## src/hw/rtl/glp_pkg.sv

```systemverilog
`default_nettype none

package glp_pkg;

  localparam int NUM_VERTICES = 64;

  localparam int ROW_W = 64;
  localparam int VTX_W = 6;
  localparam int OUT_CNT_W = 7;

  localparam int IDX_W = $clog2(NUM_VERTICES);
  localparam int SUM_W = $clog2(NUM_VERTICES + 1);
  localparam int DEG_W = $clog2(ROW_W + 1);

  typedef enum logic [1:0] {
    REQ_CLEAR  = 2'd0,
    REQ_INSERT = 2'd1,
    REQ_PRUNE  = 2'd2,
    REQ_QUERY  = 2'd3
  } req_e;

  typedef logic [ROW_W-1:0] row_t;

  typedef struct packed {
    logic             clear;
    logic             insert;
    logic             shift;
    logic             apply;
    logic [VTX_W-1:0] vertex_a;
    logic [VTX_W-1:0] vertex_b;
    row_t             leaf_mask;
  } cell_cmd_t;

endpackage

`default_nettype wire

```

## src/hw/rtl/glp_cell.sv

```systemverilog
`default_nettype none

module glp_cell (
  input  logic                        clk_i,
  input  logic                        rst_ni,
  input  glp_pkg::cell_cmd_t          cmd_i,
  input  logic [glp_pkg::VTX_W-1:0]   cell_idx_i,
  input  logic                        leaf_i,
  input  glp_pkg::row_t               next_row_i,
  output glp_pkg::row_t               row_o
);

  glp_pkg::row_t row_q;
  glp_pkg::row_t row_d;

  always_comb begin
    row_d = row_q;
    priority if (cmd_i.clear) begin
      row_d = '0;
    end else if (cmd_i.insert) begin
      if (cell_idx_i == cmd_i.vertex_a) begin
        row_d[cmd_i.vertex_b] = 1'b1;
      end
      if (cell_idx_i == cmd_i.vertex_b) begin
        row_d[cmd_i.vertex_a] = 1'b1;
      end
    end else if (cmd_i.shift) begin
      row_d = next_row_i;
    end else if (cmd_i.apply) begin
      row_d = leaf_i ? '0 : (row_q & ~cmd_i.leaf_mask);
    end else begin
      row_d = row_q;
    end
  end

  always_ff @(posedge clk_i or negedge rst_ni) begin
    if (!rst_ni) begin
      row_q <= '0;
    end else begin
      row_q <= row_d;
    end
  end

  assign row_o = row_q;

endmodule

`default_nettype wire

```

## config.mk

```make
export PLATFORM = sky130hd
export DESIGN_NAME = glp_cell
export DESIGN_NICKNAME = d
export VERILOG_FILES = /design/src/hw/rtl/glp_pkg.sv /design/src/hw/rtl/glp_cell.sv
export SDC_FILE = /design/constraint.sdc
export NUM_CORES = 1
export LEC_CHECK = 0
export BUFFER_PORTS_ARGS = -buffer_cell sky130_fd_sc_hd__buf_4
export CORE_MARGIN = 2
export CORE_UTILIZATION = 25
export DETAILED_ROUTE_END_ITERATION = 8
export GPL_TIMING_DRIVEN = 0
export PLACE_DENSITY = 0.48
export SYNTH_ARGS = -nofsm -noshare
export SYNTH_HDL_FRONTEND = slang
export SYNTH_SLANG_ARGS = --single-unit
```

## constraint.sdc

```tcl
create_clock -name clk_i -period 1.1 [get_ports clk_i]
set_input_delay 0.055 -clock clk_i [delete_from_list [all_inputs] [get_ports clk_i]]
set_output_delay 0.055 -clock clk_i [all_outputs]
set_load 0.1 [all_outputs]
```

# [Word-level counts from Yosys, hierarchy flattened]
# Index checks and enable logic that the tools add are counted.
[totals] input_bits=153 regBits=64
[op_classes] n_mux=13 n_lt_le_gt_ge=4 reduce_logical=3 bitwise_logic=4 n_eq_ne=2
[op_table] op="$mux 64" n=9
[op_table] op="$or 64x64->64" n=2
[op_table] op="$and 64x64->64" n=1
[op_table] op="$not 64->64" n=1
[op_table] op="$lt 6x7->1 const B" n=2
[op_table] op="$demux 1 s6" n=2
[op_table] op="$eq 6x6->1" n=2
[op_table] op="$ge 6x1->1 const B" n=2
[op_table] op="$reduce_bool 4->1" n=1
[op_table] op="$logic_and 1x1->1" n=2
[op_table] op="$mux 1" n=2

# [Longest topological paths before layout]
[depth] ltp_word=12 depth_mapped=7 ltp_nobuf=4

# [Worst setup path after synthesis]
# Ideal clock, no wire load.
[synth_timing] path_kind="register -> register" start="register row_q[23] (netlist: row_o[23])" end="register row_q[23] (netlist: row_o[23])" path_buffers=0 period_less_slack_ns=1.666 stages_incl_launch_ff=5 setup_slack_ns=-0.566 arrival_time_ns=1.508 t_required_ns=0.943 setup_ns=0.157 path_cell_list="dfrtp_1 nor2b_1 a221oi_1 a2bb2oi_1 a41oi_2"
[synth_via] elab_chain_cells=8 elab_cells_between_ends=12
[synth_lines] item="from (decl)" line="glp_cell.sv:13" source="glp_pkg::row_t row_q;"
[synth_lines] item="from (signal assigned)" line="glp_cell.sv:40" source="row_q <= row_d;"
[synth_lines] item="$or 64x64->64 (no line)"
[synth_lines] item="$mux 64" line="glp_cell.sv:21" source="if (cell_idx_i == cmd_i.vertex_a) begin"
[synth_lines] item="$mux 64" line="glp_cell.sv:20" source="end else if (cmd_i.insert) begin"
[synth_lines] item="$mux 64" line="glp_cell.sv:18" source="priority if (cmd_i.clear) begin"
[synth_lines] item="$or 64x64->64 (no line)"
[synth_lines] item="$mux 64" line="glp_cell.sv:24" source="if (cell_idx_i == cmd_i.vertex_b) begin"
[synth_lines] item="$mux 64 (*)" line="glp_cell.sv:20"
[synth_lines] item="$mux 64 (*)" line="glp_cell.sv:18"
# Every way passes the cells marked *; elsewhere a longest branch is shown, timed or not. The select of a mux whose other input is x is not followed.
# A chain may end at the register's enable or synchronous reset.

# [Final worst setup path]
[layout_timing] start="register row_q[5] (netlist: row_o[5])" end="register row_q[5] (netlist: row_o[5])"
# Same word-level chain as after synthesis.

==> flow_summary.json <==
{
  "setup_violations": 95,
  "drt_iter0_drc": 374,
  "clk_latency_ns": 0.34,
  "leakagePower_nw": 4.498,
  "dp_hpwl_um": 19200,
  "worstPathRequired_ns": 1.30,
  "synth_compound_area_share_pct": 31.76,
  "ys.warnings.count": 0,
  "r2r-end": "row_o[5]",
  "viasPerCell": 5.352,
  "cp_max_fo": 3,
  "boundaryPins": 217,
  "synthCells": 650,
  "grt_max_degree": 65,
  "die_y_um": 155.7,
  "dieArea_mm2": 0.02424,
  "rsz0062_at_grt": "yes",
  "place.gp.congestion": 0.7845,
  "cts_num_sinks": 64,
  "p_total_w": 0.01075,
  "seqPwrFrac_pct": 26.1,
  "synth_top_family_by_area": "compound AO/OA/AOI/OAI gates",
  "endpoint_kind": "flip-flop",
  "antennaDiodeCount": 0,
  "die_w_um": 155.7,
  "violations": "hold timing, setup timing",
  "drv_cap": 0,
  "skew_ns": 0,
  "fin_hold_ws_ns": -0.1609,
  "tightest_slew_ns": 0.9035,
  "vdd_drop_max_mv": 0.6661,
  "synth_mux_area_share_pct": 0,
  "fmax_mhz": 776.6,
  "synthTopCellsByArea": "dfrtp_1 28%, nor2b_1 9.5%, a221oi_1 8.8%, a2bb2oi_1 8.8%, a41oi_2 8.8%",
  "fp-row-count": 55,
  "core-area_mm2": 0.02264,
  "fin_nets": 1164,
  "cts.clk_slew.worst_paths_ns": 0.06,
  "h-tree-depth": 3,
  "final_hold_viol_count": 64,
  "synth_area_mm2": 0.005752,
  "ys_ff_latch": 64,
  "overflow": 0,
  "p_sw_share_pct": 39.05,
  "start_kind": "flip-flop",
  "slew_viol_final": 0,
  "endpoint": "row_o[5]",
  "r2r_start": "row_o[5]",
  "syn_nets": 803,
  "stdcell_count": 1300,
  "clockRootBuffer": "clkbuf_16",
  "hold_class": "in2async",
  "regToRegSetupSlack_ns": -0.19,
  "wl_per_cell_um": 21.57,
  "timing.final.ws_setup_ns": -0.1876,
  "place_inst": 1144,
  "clockBufferDepth": 2,
  "drc": 0,
  "power_frac_clock_pct": 25.4,
  "largest_reg_flops": 64,
  "post-place-ws_ns": -1.183,
  "cp.arrival_ns": 1.49,
  "initial_core_util_pct": 25.40,
  "p_per_area_mw_per_mm2": 903.8,
  "finalCritPeriodShare_pct": 117.1,
  "syn2layout_area_growth_pct": 106.8,
  "gr-usage-all-layers_pct": 22.06,
  "wirelength_um": 28040,
  "cts_made_buffers": 9,
  "power_frac_comb_pct": 48.6,
  "yosysTopAreaCellShare_pct": 27.84,
  "final_util_pct": 52.53,
  "avgSynthCellArea_um2": 8.849,
  "layout-drive-gt1-share_pct": 73.99,
  "yosysTopAreaCell": "dfrtp_1",
  "crit_type": "reg2reg",
  "post-route-min-period_ns": 1.288,
  "io_buffers": 207,
  "relSlewSlack_pct": 39.54,
  "synthAdderAreaFrac_pct": 0,
  "rr_worst_depth": 4,
  "cts_tree": "built",
  "antenna_found_initial": 1,
  "firstDrtPassIters": 4,
  "switching_power_w": 0.004198,
  "outcome": "finished, violations left",
  "drtAntennaViolNets": 0,
  "synth_simple_gate_area_share_pct": 30.08,
  "synth-xor-area-share_pct": 2.088,
  "internal_power_w": 0.006551,
  "synth.distinct_cells": 34,
  "vias": 6958,
  "yosysSeqAreaShare_pct": 27.84,
  "worstSetupStartpoint": "row_o[5]",
  "grt_pass1_vias": 7091,
  "grt_first_pass_wirelength_um": 41210
}
critical path, cell delays in order (launching register included):
cell and delay (ns):
dfrtp_4 0.50, nor2b_4 0.14, a221oi_2 0.27, a2bb2oi_2 0.19, a41oi_2 0.05
layer usage:
layer / vias to the layer above / wire [µm] / GRT usage, % / part of all wire [%]
met5: - / 13 / 0 / 0.046
met4: 2 / 401 / 5.592 / 1.4
met3: 29 / 1698 / 4.028 / 6.1
met2: 225 / 13690 / 36.43 / 49
met1: 3408 / 12230 / 29.76 / 44
li1: 3294 / - / - / -
worst min-delay path by stage:
stage               cells after the start        end  slack, ns    from
finish                                  1  row_o[43]      -0.16  rst_ni
floorplan                               0   row_o[0]      -0.24  rst_ni
detailed placement                      1  row_o[43]       0.23  rst_ni
global route                            1  row_o[38]      -0.08  rst_ni
global placement                        1  row_o[43]       0.25  rst_ni
CTS                                     1  row_o[43]      -0.13  rst_ni
cell usage in the layout (no fill, tap or decap), drive strengths merged:
cell     instances
nor4b            3
a41oi           35
nor4             8
a2bb2oi         58
or3              1
nor3             5
clkbuf          62
buf            374
a32oi            6
nor2             9
a21oi            6
nand4           56
nand3           72
a31oi           23
nor3b            8
xor2            12
nor2b           87
a21o             6
inv             36
and3             2
and3b            2
dfrtp           64
a221oi          58
nand3b           6
nand2b           4
nand2           12
metrics by stage:
step	area [µm²]	hold WS, ns	setup TNS (ns)
finish	11890	-0.1609	-9.932
global route	11890	-0.07981	-13.58
global placement	8069	0.2452	-82.01
CTS	10650	-0.1293	-8.877
detailed placement	8100	0.2344	-62.03
floorplan	6158	-0.2406	-19.97
kinds of logic after synthesis:
| kind of cell | Yosys count |
|---|---|
| buf+inv | 107 |
| simple gates | 275 |
| flops | 64 |
| xor+xnor | 12 |
| compound gates | 192 |
layout make-up:
| class | instances | area (µm²) |
|---|---|---|
| repair buffers | 350 | 3471 |
| fillers | 2061 | 10750 |
| flip-flops and latches | 64 | 1814 |
| well taps | 285 | 356.6 |
| multi-input cells | 479 | 5291 |
| plain buffers | 71 | 558.0 |
| clock buffers | 15 | 267.8 |
| inverters | 36 | 135.1 |
power by group through the flow:
stage | registers (W) | logic [W] | clock network [W]
after floorplan | 0.00398 | 0.00121 | 0
after global placement | 0.00285 | 0.00348 | 0
after detailed placement | 0.00285 | 0.00350 | 0
after CTS | 0.00281 | 0.00458 | 0.00275
after global routing | 0.00283 | 0.00546 | 0.00285
final | 0.00280 | 0.00522 | 0.00273
cell usage after synthesis:
master and n:
and3b_1 2, nor3b_1 5, buf_6 8, a32oi_1 6, buf_1 5, a31oi_1 23, a41oi_1 4, or3_1 1
nor2_1 9, xor2_1 10, nor4_2 6, nand3b_1 6, clkbuf_1 49, and3_1 2, nand3_1 72, dfrtp_1 64
nor3_1 3, nand4_1 56, buf_2 9, xor2_2 2, nor4b_4 2, a21oi_1 6, a221oi_1 58, nor4_4 2
a21o_1 6, inv_1 36, nor2b_1 87, nor4b_2 1, a2bb2oi_1 58, nand2b_1 4, nand2_1 12, nor3b_2 3
nor3_2 2, a41oi_2 31
what timing repair did:
action                     4_1_cts  5_1_grt
pin swaps                       74       58
gates cloned                     1        2
resized for setup              365      187
setup endpoints to repair      121       89
buffers inserted                88       50
hold endpoints to repair        64       64
No activity file was read; power rests on OpenSTA's default activity.
