<file path="config.mk">
export PLATFORM = sky130hd
export DESIGN_NAME = glp_ctrl
export DESIGN_NICKNAME = d
export VERILOG_FILES = /design/src/hw/rtl/glp_pkg.sv /design/src/hw/rtl/glp_ctrl.sv
export SDC_FILE = /design/constraint.sdc
export NUM_CORES = 1
export LEC_CHECK = 0
export BUFFER_PORTS_ARGS = -buffer_cell sky130_fd_sc_hd__buf_2
export CELL_PAD_IN_SITES_DETAIL_PLACEMENT = 2
export CELL_PAD_IN_SITES_GLOBAL_PLACEMENT = 2
export CORE_ASPECT_RATIO = 2
export CORE_MARGIN = 2
export CORE_UTILIZATION = 33
export DETAILED_ROUTE_END_ITERATION = 6
export GPL_TIMING_DRIVEN = 0
export PLACE_DENSITY_LB_ADDON = 0.1
export SLEW_MARGIN = 20
export SYNTH_ARGS = -nofsm -noshare
export SYNTH_HDL_FRONTEND = slang
export SYNTH_SLANG_ARGS = --single-unit
</file>
<file path="constraint.sdc">
create_clock -name clk_i -period 6.5 [get_ports clk_i]
set_input_delay 0.325 -clock clk_i [delete_from_list [all_inputs] [get_ports clk_i]]
set_output_delay 0.325 -clock clk_i [all_outputs]
set_load 0.02 [all_outputs]
</file>
<file path="src/hw/rtl/glp_pkg.sv">
`default_nettype none

package glp_pkg;

  localparam int NUM_VERTICES = 64;

  localparam int ROW_W = 64;
  localparam int VTX_W = 6;
  localparam int OUT_CNT_W = 7;

  localparam int IDX_W = $clog2(NUM_VERTICES);
  localparam int SUM_W = $clog2(NUM_VERTICES + 1);
  localparam int DEG_W = $clog2(ROW_W + 1);

  typedef enum logic [1:0] {
    REQ_CLEAR  = 2'd0,
    REQ_INSERT = 2'd1,
    REQ_PRUNE  = 2'd2,
    REQ_QUERY  = 2'd3
  } req_e;

  typedef logic [ROW_W-1:0] row_t;

  typedef struct packed {
    logic             clear;
    logic             insert;
    logic             shift;
    logic             apply;
    logic [VTX_W-1:0] vertex_a;
    logic [VTX_W-1:0] vertex_b;
    row_t             leaf_mask;
  } cell_cmd_t;

endpackage

`default_nettype wire

</file>
<file path="src/hw/rtl/glp_ctrl.sv">
`default_nettype none

module glp_ctrl (
  input  logic                            clk_i,
  input  logic                            rst_ni,
  input  logic                            in_valid_i,
  output logic                            in_stall_o,
  input  logic [1:0]                      req_type_i,
  input  logic [glp_pkg::VTX_W-1:0]       vertex_a_i,
  input  logic [glp_pkg::VTX_W-1:0]       vertex_b_i,
  input  glp_pkg::row_t                   head_row_i,
  output glp_pkg::cell_cmd_t              cmd_o,
  output logic                            out_valid_o,
  input  logic                            out_stall_i,
  output logic [glp_pkg::OUT_CNT_W-1:0]   vertex_degree_o,
  output glp_pkg::row_t                   neighbor_mask_o,
  output logic [glp_pkg::OUT_CNT_W-1:0]   removed_count_o
);

  typedef enum logic [4:0] {
    ST_IDLE   = 5'b00001,
    ST_SCAN   = 5'b00010,
    ST_APPLY  = 5'b00100,
    ST_QUERY  = 5'b01000,
    ST_RESULT = 5'b10000
  } state_e;

  localparam logic [glp_pkg::VTX_W:0] NumExt = (glp_pkg::VTX_W + 1)'(glp_pkg::NUM_VERTICES);
  localparam logic [glp_pkg::IDX_W-1:0] LastIdx = glp_pkg::IDX_W'(glp_pkg::NUM_VERTICES - 1);

  function automatic logic [glp_pkg::DEG_W-1:0] popcount(input glp_pkg::row_t row);
    logic [glp_pkg::DEG_W-1:0] n;
    n = '0;
    for (int j = 0; j < glp_pkg::ROW_W; j++) begin
      n = n + glp_pkg::DEG_W'(row[j]);
    end
    return n;
  endfunction

  state_e                         state_q, state_d;
  logic [glp_pkg::IDX_W-1:0]      cnt_q, cnt_d;
  glp_pkg::row_t                  leaves_q, leaves_d;
  logic                           hit_q, hit_d;
  logic [glp_pkg::SUM_W-1:0]      removed_q, removed_d;
  logic [glp_pkg::VTX_W-1:0]      qa_q, qa_d;
  glp_pkg::row_t                  qrow_q, qrow_d;
  logic [glp_pkg::DEG_W-1:0]      qdeg_q, qdeg_d;
  logic                           prune_q, prune_d;
  logic                           out_valid_q, out_valid_d;
  logic [glp_pkg::OUT_CNT_W-1:0]  deg_q, rem_q;
  glp_pkg::row_t                  mask_q;

  logic          head_leaf;
  logic          last;
  logic          out_load;
  logic          in_range;
  glp_pkg::req_e req;

  assign req        = glp_pkg::req_e'(req_type_i);
  assign head_leaf  = (head_row_i != '0) &&
                      ((head_row_i & (head_row_i - glp_pkg::row_t'(1))) == '0);
  assign last       = (cnt_q == LastIdx);
  assign in_range   = ({1'b0, vertex_a_i} < NumExt) && ({1'b0, vertex_b_i} < NumExt);
  assign in_stall_o = (state_q != ST_IDLE);

  always_comb begin
    state_d   = state_q;
    cnt_d     = cnt_q;
    leaves_d  = leaves_q;
    hit_d     = hit_q;
    removed_d = removed_q;
    qa_d      = qa_q;
    qrow_d    = qrow_q;
    qdeg_d    = qdeg_q;
    prune_d   = prune_q;
    out_load  = 1'b0;
    cmd_o           = '0;
    cmd_o.vertex_a  = vertex_a_i;
    cmd_o.vertex_b  = vertex_b_i;
    cmd_o.leaf_mask = leaves_q;
    unique case (state_q)
      ST_IDLE: begin
        if (in_valid_i) begin
          unique case (req)
            glp_pkg::REQ_CLEAR: begin
              cmd_o.clear = 1'b1;
            end
            glp_pkg::REQ_INSERT: begin
              cmd_o.insert = in_range;
            end
            glp_pkg::REQ_PRUNE: begin
              state_d   = ST_SCAN;
              cnt_d     = '0;
              leaves_d  = '0;
              hit_d     = 1'b0;
              removed_d = '0;
              prune_d   = 1'b1;
            end
            glp_pkg::REQ_QUERY: begin
              state_d = ST_QUERY;
              cnt_d   = '0;
              qa_d    = vertex_a_i;
              qrow_d  = '0;
              qdeg_d  = '0;
              prune_d = 1'b0;
            end
            default: begin
              state_d = ST_IDLE;
            end
          endcase
        end
      end
      ST_SCAN: begin
        cmd_o.shift = 1'b1;
        leaves_d[glp_pkg::NUM_VERTICES-1:0] =
          {head_leaf, leaves_q[glp_pkg::NUM_VERTICES-1:1]};
        if (head_leaf) begin
          hit_d     = 1'b1;
          removed_d = removed_q + glp_pkg::SUM_W'(1);
        end
        cnt_d = cnt_q + glp_pkg::IDX_W'(1);
        if (last) begin
          cnt_d   = '0;
          state_d = (hit_q || head_leaf) ? ST_APPLY : ST_RESULT;
        end
      end
      ST_APPLY: begin
        cmd_o.apply = 1'b1;
        leaves_d    = '0;
        hit_d       = 1'b0;
        cnt_d       = '0;
        state_d     = ST_SCAN;
      end
      ST_QUERY: begin
        cmd_o.shift = 1'b1;
        if (glp_pkg::VTX_W'(cnt_q) == qa_q) begin
          qrow_d = head_row_i;
          qdeg_d = popcount(head_row_i);
        end
        cnt_d = cnt_q + glp_pkg::IDX_W'(1);
        if (last) begin
          cnt_d   = '0;
          state_d = ST_RESULT;
        end
      end
      ST_RESULT: begin
        if (!out_valid_q || !out_stall_i) begin
          out_load = 1'b1;
          state_d  = ST_IDLE;
        end
      end
      default: begin
        state_d = ST_IDLE;
      end
    endcase
  end

  assign out_valid_d = out_load || (out_valid_q && out_stall_i);

  always_ff @(posedge clk_i or negedge rst_ni) begin
    if (!rst_ni) begin
      state_q     <= ST_IDLE;
      cnt_q       <= '0;
      leaves_q    <= '0;
      hit_q       <= 1'b0;
      removed_q   <= '0;
      prune_q     <= 1'b0;
      out_valid_q <= 1'b0;
    end else begin
      state_q     <= state_d;
      cnt_q       <= cnt_d;
      leaves_q    <= leaves_d;
      hit_q       <= hit_d;
      removed_q   <= removed_d;
      prune_q     <= prune_d;
      out_valid_q <= out_valid_d;
    end
  end

  always_ff @(posedge clk_i) begin
    qa_q   <= qa_d;
    qrow_q <= qrow_d;
    qdeg_q <= qdeg_d;
    if (out_load) begin
      deg_q  <= prune_q ? '0 : glp_pkg::OUT_CNT_W'(qdeg_q);
      mask_q <= prune_q ? '0 : qrow_q;
      rem_q  <= prune_q ? glp_pkg::OUT_CNT_W'(removed_q) : '0;
    end
  end

  assign out_valid_o     = out_valid_q;
  assign vertex_degree_o = deg_q;
  assign neighbor_mask_o = mask_q;
  assign removed_count_o = rem_q;

endmodule

`default_nettype wire

</file>
; Word-level counts from Yosys, hierarchy flattened
; Index checks and enable logic that the tools add are counted.
; Widths: inputs -> output; s select.
[totals]
reg_bits = 240
inputBits = 82
out_inout_bits = 160
elab_cells = 165
[classes]
addsub = 66
n_eq_ne = 21
mux = 39
bitwise = 1
n_reduce_logical = 25
[op_table]
columns = operator, count
row1 = $add 7x1->7, 57
row2 = $mux 64, 5
row3 = $pmux 64 s3, 1
row4 = $pmux 64 s2, 1
row5 = $and 64x64->64, 1
row6 = $logic_not 64->1, 1
row7 = $reduce_bool 64->1, 1
row8 = $sub 64x1->64 const B, 1
row9 = $mux 7, 6
row10 = $pmux 7 s2, 2
row11 = $mux 5, 5
row12 = $pmux 5 s5, 1
row13 = $mux 6, 3
row14 = $pmux 6 s3, 1
row15 = $ne 2x2->1 const B, 7
row16 = $reduce_and 3->1, 4
row17 = $reduce_and 4->1, 3
row18 = $pmux 5 s2, 1
row19 = $mux 1, 9
row20 = $add 6x1->7, 1
row21 = $add 7x1->7 const B, 1
row22 = $add 5x1->6, 1
row23 = $add 6x1->6 const B, 1
row24 = $eq 6x6->1, 1
row25 = other kinds (26), 37

; Logic depth before layout (Yosys ltp)
; Gate-level depths: netlist of run 1.
[logic_depth]
ltp_word = 65
mapped_depth = 21

; Least setup slack after synthesis of run 1
; Ideal clock, no wire load.
[synth_timing]
path_kind = reg-to-reg
from = reg state_q[4]
to = reg qdeg_q[0] (netlist bit) (enable)
t_arrival_ns = 5.855
slack_ns = 0.047
stages_incl_launch_ff = 5
n_path_buf = 0
path_cell_list = dfrtp_1 -> nor2_1 -> and3_1 -> nand3_1 -> o21ai_0
[synth_between]
elab_chain_cells = 3
word_cells_on_any_way = 7
cone_classes = 5 x eq/ne / 2 x reduce/logical
[synth_rtl]
columns = element, line_no
row1 = start: declaration, glp_ctrl.sv:40  ; state_e state_q, state_d;
row2 = start signal: assignment, glp_ctrl.sv:170  ; state_q <= state_d;
row3 = $eq 5x1->1 / $eq 5x4->1 (equally long branches), glp_ctrl.sv:81  ; unique case (state_q)
row4 = "$ne 2x1->1 (no source line), or another cell as far along", n/a
row5 = $reduce_and 4->1 (no source line) (*), n/a
row6 = end signal: assignment, glp_ctrl.sv:183  ; qdeg_q <= qdeg_d;
row7 = end: declaration, glp_ctrl.sv:47  ; logic [glp_pkg::DEG_W-1:0] qdeg_q, qdeg_d;
; Every way passes the cells marked *; elsewhere a longest branch is shown, timed or not.
; A chain may end at the register's enable or synchronous reset.

; Final worst setup path of run 1
[layout_timing]
from = in head_row_i[37]
to = reg qdeg_q[5] (netlist bit) (data pin)
[layout_between]
elab_chain_cells = 29
[layout_rtl]
columns = element, line_no
row1 = start: declaration, glp_ctrl.sv:11  ; input glp_pkg::row_t head_row_i,
row2 = $add 7x1->7 (27 in a row), glp_ctrl.sv:35  ; n = n + glp_pkg::DEG_W'(row[j]);
row3 = $mux 7, glp_ctrl.sv:136  ; if (glp_pkg::VTX_W'(cnt_q) == qa_q) begin
row4 = $pmux 7 s2, glp_ctrl.sv:81
; No other way between the ends. The select of a mux whose other input is x is not followed.

==> results of run 1 <==
-- state kept, by name, summed over array words and instances (netlist names) --
name	flops
removed_count_o	7
leaves_q	64
state_q	5
qrow_q	64
out_valid_o	1
removed_q	7
qdeg_q	7
neighbor_mask_o	64
prune_q	1
cnt_q	6
qa_q	6
hit_q	1
vertex_degree_o	7
-- logic make-up after synthesis --
| kind of cell | share of synthesized area, % |
|---|---|
| XOR/XNOR | 0.736 |
| buffers and inverters | 5.06 |
| AND/OR/NAND/NOR | 15.6 |
| multiplexers | 0.0841 |
| adder cells (fa/ha/maj) | 11.3 |
| flip-flops | 57.0 |
| AO/OA/AOI/OAI | 10.2 |
-- worst reg2reg max path: cells and delay by family, from the launching register on --
kind,cells,cell delay (ns)
buffers and inverters,1,0.29
AO/OA/AOI/OAI,3,1.09
flip-flops,1,0.54
AND/OR/NAND/NOR,4,0.86
-- layout by cell type, fill, tap and decap left out, types with 4 or more instances in the layout --
master           n
buf_2          235
edfxtp_1       155
inv_1          104
dfrtp_1         84
nor2_1          78
nor2b_1         73
a22o_1          64
fa_1            54
clkbuf_1        36
nand2_1         29
o21ai_0         28
and2_1          27
clkbuf_16       26
nor3_1          23
ha_1            20
nand3_1         18
or3_1           14
buf_4           14
nand4_1         11
a21oi_1         11
xnor2_1          9
and3_1           8
buf_16           8
a21o_1           7
o41ai_1          7
dlygate4sd3_1    7
nor4_1           6
or2_2            5
o31ai_1          5
o221ai_1         5
clkinv_1         5
or4_1            4
-- where the power goes --
group	switching (W)	leakage, nW	internal (W)
Combinational	0.00205	3.45	0.00148
Sequential	0.0000621	2.62	0.00177
Clock	0.000608	0.378	0.000766
Total	0.00272	6.45	0.00401
-- worst paths after layout --
| check | from | endpoint | slack, ns |
|---|---|---|---|
| max in group asynchronous | rst_ni | state_q[0] | 5.51 |
| hold reg to reg | leaves_q[0] | leaves_q[0] | 0.51 |
| setup reg to reg | state_q[0] | hit_q | 3.60 |
| hold / removal | out_stall_i | out_valid_o | 0.07 |
| min in group asynchronous | rst_ni | leaves_q[11] | 0.31 |
| setup / recovery | head_row_i[37] | qdeg_q[5] | 0.33 |
-- layout make-up --
cell class	count	area [um2]
Antenna cell	2	5.00
Buffer	44	211
Clock buffer	34	711
Clock inverter	10	53.8
Fill cell	3755	20900
Inverter	104	390
Multi-Input combinational cell	567	4550
Sequential cell	240	6780
Tap cell	450	563
Timing Repair Buffer	251	1480
-- per-layer routing --
layer,vias up,part of all wire [%]
met5,-,0.079
met4,4,5.4
met3,85,3.2
met2,212,58
met1,4345,33
li1,3911,-
-- Yosys cell counts, types with 12 or more instances --
library cell / n
buf_4: 12
or3_1: 14
nor2b_1: 73
nand3_1: 18
ha_1: 20
and2_1: 27
clkbuf_1: 31
nor2_1: 78
a22o_1: 64
dfrtp_1: 84
nor3_1: 24
inv_1: 104
o21ai_0: 29
nand2_1: 29
fa_1: 54
a21oi_1: 12
edfxtp_1: 155
-- metrics by stage --
step | instances | util, % | area, um2 | TNS [ns] | worst slack (ns)
finish | 1702 | 41.3 | 14700 | 0 | 0.328
global route | 1702 | 41.3 | 14700 | 0 | 0.135
CTS | 1700 | 41.3 | 14700 | 0 | 0.309
detailed placement | 1649 | 39.0 | 13900 | -0.448 | -0.226
global placement | 1640 | 38.2 | 13600 | -316.37 | -3.03
floorplan | 955 | - | 11900 | 0 | 0.0470
-- timing repair --
item                      CTS  global route
hold buffers                7             0
resized for setup           0             0
hold endpoints to repair   39             0
==> impl_metrics.toml, run 1 <==
[outcome]
status = "complete, no violations"

[sta]
max_slew.worst_pin.slew_ns = 0.785
fin_skew_ns = 0.0117
final-setup-viol-count = 0
hold_viol_final = 0
fin_crit_ns = 6.17
whs_ns = 0.0730
fmax_mhz = 162
slew_headroom_pct = 47.0
rsz0062_at_grt = "false"
min_period_over_period_pct = 95.0
drv_slew = 0

[grt]
antenna_found_initial = 4
grt_max_degree = 53
met2_usage_pct = 42.6
busiest_layer = "met2"
grtUsageMet1_pct = 20.2
grtUsageTotal_pct = 21.0
grt_pass1_vias = 9959
gr-total-overflow = 0
use_met3_pct = 2.73
grt_pass1_wl_um = 60300

[floorplan]
fp.dieW_um = 138
initial_core_util_pct = 33.4
die_h_um = 273
core_area_um2 = 35700
rows = 98
die_area_um2 = 37700
ios = 242

[critical_path]
cp-end-kind = "flop"
crit_family = "adder cells"
slowest_stage = "fa_1"
crit_chain = "buf_2 -> inv_1 -> fa_1 -> inv_1 -> fa_1 -> fa_1 -> inv_1 -> fa_1 -> inv_1 -> fa_1 -> fa_1 -> fa_1 -> inv_1 -> fa_1 -> inv_1 -> ha_1 -> a21o_1 -> a21o_1 -> a21o_1 -> a21oi_1 -> xor2_1 -> nor2_1"
critPathArrivalTime_ns = 6.43
cp_max_fo = 4
worstSetupPathType = "input pin to flop"
cp_common_cell = "fa_1"
cp_data_required_time_ns = 6.76
critPathBufInv = 7
reg2reg_depth = 8
max_stage_delay_ns = 0.56
start_kind = "input pin"
path_depth = 22

[clock_network]
clock_sinks = 240
clockBufferDepth = 3
cts_tree = "yes"
cts_made_buffers = 25
postCtsSetupRepairBufs = 0
htreeDepth = 1
clk_pin_slew_worst_paths_ns = 0.07
root_buffer = "clkbuf_16"
insertion_delay_ns = 0.53

[logic_synthesis]
async_reset_ff_share_pct = 35.4
synthCells = 955
seq_area_frac_synth_pct = 57.0
yosysUniqueCellTypes = 68
syn_nets = 1111
syn_area_um2 = 11900
synthDominantCellAreaShare_pct = 39.1
synth-seq-cells = 240
synth_warnings = 0
synth_area_leader_cell = "edfxtp_1"
synth-edff-count = 155
postSynthAreaPerCell_um2 = 12.5
synth-main-ff-cell = "edfxtp_1"
yosys-top-cells-area = "edfxtp_1 39%, dfrtp_1 18%, fa_1 9.1%"

[cells_and_area]
nets = 1389
area_delta_synth_final_pct = 23.8
drive_above_1_share_pct = 25.9

[route]
wirelength_um = 39300
avgRoutedWirePerCell_um = 23.1
drt-initial-drc-count = 240
first_pass_iters = 4
ant_nets = 0
viasPerCell = 5.03
vias = 8557
drc = 0

[placement]
port_buffers = 235
hpwl_um = 31900
gp_congestion = 0.894

[hold_path]
hold_path_depth = 3
hold_class = "input pin to flop"

[power_and_ir_drop]
power.density_nw_per_um2 = 456
power_w = 0.00673
vdd_drop_max_uv = 1100
leakagePower_nw = 6.45

[run]
maxCapViolCount = 0
Power figures use the tool's default switching activity.
==> inputs of run 2 (changes only) <==
--- a/config.mk
+++ b/config.mk
@@ -5,12 +5,14 @@
 export SDC_FILE = /design/constraint.sdc
 export NUM_CORES = 1
 export LEC_CHECK = 0
+export ABC_AREA = 1
 export BUFFER_PORTS_ARGS = -buffer_cell sky130_fd_sc_hd__buf_2
 export CELL_PAD_IN_SITES_DETAIL_PLACEMENT = 2
 export CELL_PAD_IN_SITES_GLOBAL_PLACEMENT = 2
 export CORE_ASPECT_RATIO = 2
 export CORE_MARGIN = 2
-export CORE_UTILIZATION = 33
+export CORE_UTILIZATION = 32
+export CTS_BUF_LIST = sky130_fd_sc_hd__clkbuf_8
 export DETAILED_ROUTE_END_ITERATION = 6
 export GPL_TIMING_DRIVEN = 0
 export PLACE_DENSITY_LB_ADDON = 0.1
==> run 2 against run 1 <==
  * Worst setup slack better by 0.21 ns
  * Critical endpoint is now qdeg_q[6]
  * Maximum frequency is 3.5% higher
  * Clock-buffer cell count up 5
  * Cell area rose by 5.9%
  * Worst hold slack improved by 0.038 ns
  * Sequential cell count stayed put
  * Sequential power is 16% higher
  * Critical path depth stayed put
  * Largest power group unchanged
  * Area after synthesis rose by 8.0%
  * Highest routed layer is now met4
==> impl_metrics.toml, run 2 <==
[route]
avgRoutedWirePerCell_um = 21.2
drt-initial-drc-count = 252
ant_nets = 0
vias = 10600
drc = 0
viasPerCell = 4.69
wirelength_um = 48000
first_pass_iters = 4

[sta]
min_period_over_period_pct = 91.7
drv_slew = 0
fin_crit_ns = 5.96
tns_ns = 0
fin_skew_ns = 0.0260
fmax_mhz = 168
hold_viol_final = 0
slew_headroom_pct = 41.4
rsz0062_at_grt = "false"
max_slew.worst_pin.slew_ns = 0.876
final-setup-viol-count = 0
whs_ns = 0.111

[floorplan]
ios = 242
fp.dieW_um = 146
core_area_um2 = 39600
rows = 103
initial_core_util_pct = 32.5
die_area_um2 = 41900
die_h_um = 287

[logic_synthesis]
async_reset_ff_share_pct = 35.4
synth-edff-count = 155
seq_area_frac_synth_pct = 52.7
synth-seq-cells = 240
muxShareOfSynthArea_pct = 0
synthDominantCellAreaShare_pct = 36.2
syn_area_um2 = 12900
syn_nets = 1579
synthSimpleGateAreaFrac_pct = 21.0
synth_area_leader_cell = "edfxtp_1"
yosysMostFrequentCell = "nor2_1"
synth_warnings = 0
synthCells = 1423
synth_compound_area_share_pct = 5.64
synth_top_family_by_area = "simple AND/OR/NAND/NOR gates"
yosys-top-cells-area = "edfxtp_1 36%, dfrtp_1 16%, nor2_1 9.0%"
yosys-top-cells-count = "307 x nor2_1, 263 x inv_1, 253 x nand2_1"
postSynthAreaPerCell_um2 = 9.04
yosysUniqueCellTypes = 41
synth-main-ff-cell = "edfxtp_1"
synthXorXnorAreaFrac_pct = 0.749
synth_fa_ha_area_share_pct = 10.4

[critical_path]
cp_max_fo = 4
crit_path_start = "head_row_i[35]"
max_stage_delay_ns = 0.55
cp_common_cell = "fa_1"
cp-endpoint = "qdeg_q[6]"
cp-end-kind = "flop"
slowest_stage = "fa_1"
crit_chain = "buf_2 -> inv_1 -> fa_1 -> inv_1 -> fa_1 -> fa_1 -> inv_1 -> fa_1 -> inv_1 -> fa_1 -> fa_1 -> fa_1 -> inv_1 -> fa_1 -> inv_1 -> fa_1 -> a21oi_1 -> nor2_1 -> nor2_1 -> nor2_1 -> o21ai_0 -> a21oi_1"
rrSetupSlack_ns = 3.36
cp_data_required_time_ns = 6.73
reg2reg_to = "qrow_q[14]"
start_kind = "input pin"
worstSetupPathType = "input pin to flop"
critPathArrivalTime_ns = 6.19
reg2reg_depth = 8
timing.rr.start = "state_q[3]"

[cells_and_area]
fillers = 4556
final_cell_mix = "307 x nor2_1, 274 x inv_1, 253 x nand2_1"
nets = 1865
multi_input_area_um2 = 4860
final_common_cell = "nor2_1"
area_delta_synth_final_pct = 21.5
seqCellArea_um2 = 6780
drive_above_1_share_pct = 19.9

[power_and_ir_drop]
p_seq_share_pct = 28.5
power.density_nw_per_um2 = 477
switching_share_pct = 46.1
p_int_w = 0.00402
vdd_drop_max_uv = 537
power_w = 0.00745
leakagePower_nw = 7.38
clockPowerShare_pct = 16.4
switchingPower_w = 0.00343
p_comb_share_pct = 55.1

[grt]
grt_max_degree = 72
grt_pass1_wl_um = 72600
gr-total-overflow = 0
grt_pass1_vias = 12100
grtUsageTotal_pct = 23.2
antenna_found_initial = 1

[placement]
gp_congestion = 0.923
port_buffers = 235
hpwl_um = 40200

[clock_network]
clk_pin_slew_worst_paths_ns = 0.07
cts_made_buffers = 36
clock_sinks = 240
insertion_delay_ns = 0.53
cts_tree = "yes"
clockBufferDepth = 3
root_buffer = "clkbuf_8"
ctsResizeCount = 0
htreeDepth = 2

[run]
maxCapViolCount = 0

[outcome]
status = "complete, no violations"

[hold_path]
hold_class = "input pin to flop"
run 2: cell types whose count changed after synthesis, moves of 10 or more:
cell	delta
nor2b_1	-73
o21ai_1	+11
or3_1	-14
nand3_1	+10
inv_1	+159
nor3_1	-16
a21oi_1	+65
nor2_1	+229
and2_1	-23
nand2_1	+224
a22o_1	-64
nor2_4	+10
o21ai_0	+14
run 2: through the flow:
step | setup WS [ns] | util (%) | area [um2] | cells
floorplan | 0.673 | - | 12900 | 1423
global placement | -0.608 | 37.1 | 14700 | 2183
detailed placement | 0.00272 | 37.6 | 14900 | 2189
CTS | 0.566 | 39.5 | 15600 | 2257
global route | 0.267 | 39.5 | 15600 | 2258
finish | 0.539 | 39.5 | 15600 | 2258
run 2: final cells by class:
cell class / instances / area share [%]
tap: 525 / 4.21
buffer: 45 / 1.42
clock inverter: 22 / 0.929
multi-input combinational: 870 / 31.1
antenna: 1 / 0.0160
clock buffer: 39 / 3.44
sequential: 240 / 43.4
inverter: 268 / 6.46
timing repair buffer: 248 / 9.00
run 2: per-layer routing:
metal	track usage [%]	vias to the layer above	share of wire (%)	wire length (um)
met3	2.28	88	3.0	1430
met5	0	-	0	0
met4	12.2	0	5.6	2680
met1	20.5	5290	31	14800
met2	49.5	250	61	29100
li1	-	4954	-	-
run 2: cell families (layout without fill, tap and decap cells):
logic type | Yosys count | after routing
adders and majority gates | 74 | 74
AOI/OAI and AO/OA | 139 | 139
xor gates and xnor gates | 11 | 11
other | 0 | 1
and+or+nand+nor | 646 | 646
buffers and inverters | 313 | 622
DFF | 240 | 240
run 2: what timing repair did:
action / in CTS / in global routing
setup buffers: 0 / 0
endpoints found under the hold margin: 90 / 0
hold buffers: 7 / 0
run 2: worst max-delay path: cells and delay by family:
kind / cells / cell delay [ns]
adders and majority gates: 9 / 4.57
buffers and inverters: 7 / 0.55
AOI/OAI and AO/OA: 3 / 0.49
and+or+nand+nor: 3 / 0.23
run 2: worst min-delay path by stage:
stage | slack (ns) | startpoint | cells after the start | to
floorplan | 0.03 | rst_ni | 0 | cnt_q[0]
global placement | 0.46 | leaves_q[0] | 2 | leaves_q[0]
detailed placement | 0.16 | rst_ni | 1 | leaves_q[39]
CTS | 0.08 | out_stall_i | 3 | out_valid_o
global route | 0.11 | out_stall_i | 3 | out_valid_o
finish | 0.11 | out_stall_i | 3 | out_valid_o
run 2: power by group through the flow:
stage,combinational (W),sequential [W],clock [W]
2_1_floorplan,0.00266,0.00237,0
5_1_grt,0.00477,0.00216,0.00132
3_5_place_dp,0.00420,0.00216,0
6_report,0.00410,0.00212,0.00122
4_1_cts,0.00423,0.00213,0.00127
3_3_place_gp,0.00400,0.00217,0
==> inputs of run 3 (changes only) <==
--- a/config.mk
+++ b/config.mk
@@ -16,6 +16,7 @@
 export DETAILED_ROUTE_END_ITERATION = 6
 export GPL_TIMING_DRIVEN = 0
 export PLACE_DENSITY_LB_ADDON = 0.1
+export RECOVER_POWER = 25
 export SLEW_MARGIN = 20
 export SYNTH_ARGS = -nofsm -noshare
 export SYNTH_HDL_FRONTEND = slang
==> run 3 against run 2 <==
  * The flow now finishes with violations (max-capacitance violations, max-slew violations)
  * Clock skew is 0.0048 ns higher
  * Utilization is 0.31 points lower
  * Non-clock buffer count stayed put
  * Sequential share of layout area is 0.34 points higher
  * Critical path depth stayed put
  * Clock power hardly changed
  * Worst setup slack better by 0.00070 ns
  * Cell area is 0.78% lower
  * Die area stayed put
  * Via count is 0.25% lower
  * Clock-buffer cell count stayed put
  * Combinational power hardly changed
  * Critical path type unchanged
  * Largest power group unchanged
  * Highest routed layer unchanged
==> impl_metrics.toml, run 3 (synthesis results as in run 2) <==
[route]
vias = 10600
first_pass_iters = 4
drt-initial-drc-count = 269
wl_met1_um = 14800
routed-wl-met2_um = 29100
dr_wl_met3_um = 1430
ant_nets = 0
wirelength_um = 48000
avgRoutedWirePerCell_um = 21.3
drc = 0
top_layer = "met4"
viasPerCell = 4.67

[floorplan]
die_area_um2 = 41900
initial_core_util_pct = 32.5
rows = 103
die_h_um = 287
fp.dieW_um = 146
core_area_um2 = 39600
ios = 242

[critical_path]
cp_common_cell = "fa_1"
max_stage_delay_ns = 0.55
reg2reg_depth = 8
start_kind = "input pin"
worstSetupPathType = "input pin to flop"
cp-end-kind = "flop"
reg2reg_to = "qrow_q[14]"
crit_chain = "buf_2 -> inv_1 -> fa_1 -> inv_1 -> fa_1 -> fa_1 -> inv_1 -> fa_1 -> inv_1 -> fa_1 -> fa_1 -> fa_1 -> inv_1 -> fa_1 -> inv_1 -> fa_1 -> a21oi_1 -> nor2_1 -> nor2_1 -> nor2_1 -> o21ai_0 -> a21oi_1"
timing.rr.start = "state_q[3]"
cp_data_required_time_ns = 6.73
critPathArrivalTime_ns = 6.19
crit_path_start = "head_row_i[35]"
rrSetupSlack_ns = 3.38
slowest_stage = "fa_1"
cp_max_fo = 4

[placement]
dp.cells = 2189
hpwl_um = 40200
gp_congestion = 0.923
port_buffers = 235

[clock_network]
cts_tree = "yes"
root_buffer = "clkbuf_8"
ctsResizeCount = 0
clockBufferDepth = 3
clk_pin_slew_worst_paths_ns = 0.07
htreeDepth = 2
insertion_delay_ns = 0.53
cts_made_buffers = 36
clock_sinks = 240

[hold_path]
hold_class = "input pin to flop"
hold_end = "out_valid_o"
hp-start = "out_stall_i"
hold_path_depth = 3

[sta]
min_period_over_period_pct = 91.7
drv_slew = 72
fin_skew_ns = 0.0307
slew_headroom_pct = -166
rsz0062_at_grt = "false"
hold_viol_final = 0
fmax_mhz = 168
final-setup-viol-count = 0
fin_crit_ns = 5.96
whs_ns = 0.110
max_slew.worst_pin.slew_ns = 3.98

[grt]
grt_pass1_vias = 12100
grt_max_degree = 72
gr-total-overflow = 0
antenna_found_initial = 1
grt_pass1_wl_um = 72600
grtUsageTotal_pct = 23.2

[power_and_ir_drop]
leakagePower_nw = 7.16
power.density_nw_per_um2 = 479
vdd_drop_max_uv = 536

[cells_and_area]
final_cell_mix = "307 x nor2_1, 274 x inv_1, 253 x nand2_1"
seqCellArea_um2 = 6780
multi_input_area_um2 = 4860
area_delta_synth_final_pct = 20.5
drive_above_1_share_pct = 15.6
fillers = 4600
nets = 1865
final_common_cell = "nor2_1"
fin_cells = 2258

[outcome]
status = "complete, but fails checks"
violations = "max-capacitance violations, max-slew violations"

[run]
maxCapViolCount = 1
[run 3: changes by cell type in the layout (fill, tap and decap cells not counted), sizes merged]
cell | before | now
buf | 262 | 188
clkbuf | 63 | 137
[run 3: per-layer routing]
| layer | up-vias | track usage [%] |
|---|---|---|
| li1 | 4952 | - |
| met1 | 5268 | 20.5 |
| met2 | 249 | 49.5 |
| met3 | 87 | 2.28 |
| met4 | 0 | 12.2 |
| met5 | - | 0 |
[run 3: worst max-delay path, delay by kind of cell]
kind | cells | cell delay, ns
AO/OA/AOI/OAI | 3 | 0.49
adder cells (fa/ha/maj) | 9 | 4.57
AND/OR/NAND/NOR | 3 | 0.23
buffers and inverters | 7 | 0.55
[run 3: how the worst max path moves through the flow]
stage                    endpoint  slack [ns]
6_report                qdeg_q[6]        0.54
5_1_grt                 qdeg_q[6]        0.27
3_5_place_dp            qdeg_q[5]       0.003
4_1_cts                 qdeg_q[5]        0.57
2_1_floorplan           qdeg_q[6]        0.67
3_3_place_gp   neighbor_mask_o[9]       -0.61
[run 3: area by class of cell]
cell class                 count  area share [%]
timing repair buffer         248            8.28
inverter                     268            6.51
clock buffer                  39            3.46
multi-input combinational    870            31.4
clock inverter                22           0.937
sequential                   240            43.8
buffer                        45            1.43
antenna                        1          0.0161
tap                          525            4.24
[run 3: power breakdown]
part / switching (W) / internal (W)
Combinational: 0.00269 / 0.00138
Sequential: 0.000151 / 0.00198
Clock: 0.000590 / 0.000631
Total: 0.00343 / 0.00399
[run 3: metrics by stage]
step | instance area [um2] | power, W | setup WS [ns] | TNS [ns] | utilization [%]
6_report | 15500 | 0.00742 | 0.539 | 0 | 39.2
5_1_grt | 15500 | 0.00823 | 0.267 | 0 | 39.2
4_1_cts | 15600 | 0.00763 | 0.566 | 0 | 39.5
3_5_place_dp | 14900 | 0.00636 | 0.00272 | 0 | 37.6
3_3_place_gp | 14700 | 0.00617 | -0.608 | -46.12 | 37.1
2_1_floorplan | 12900 | 0.00503 | 0.673 | 0 | -
[run 3: repair_timing]
| item | 4_1_cts | 5_1_grt |
|---|---|---|
| setup endpoints to repair | 0 | 0 |
| hold buffers | 7 | 0 |
| buffers inserted | 0 | 0 |
| endpoints found under the hold margin | 90 | 0 |
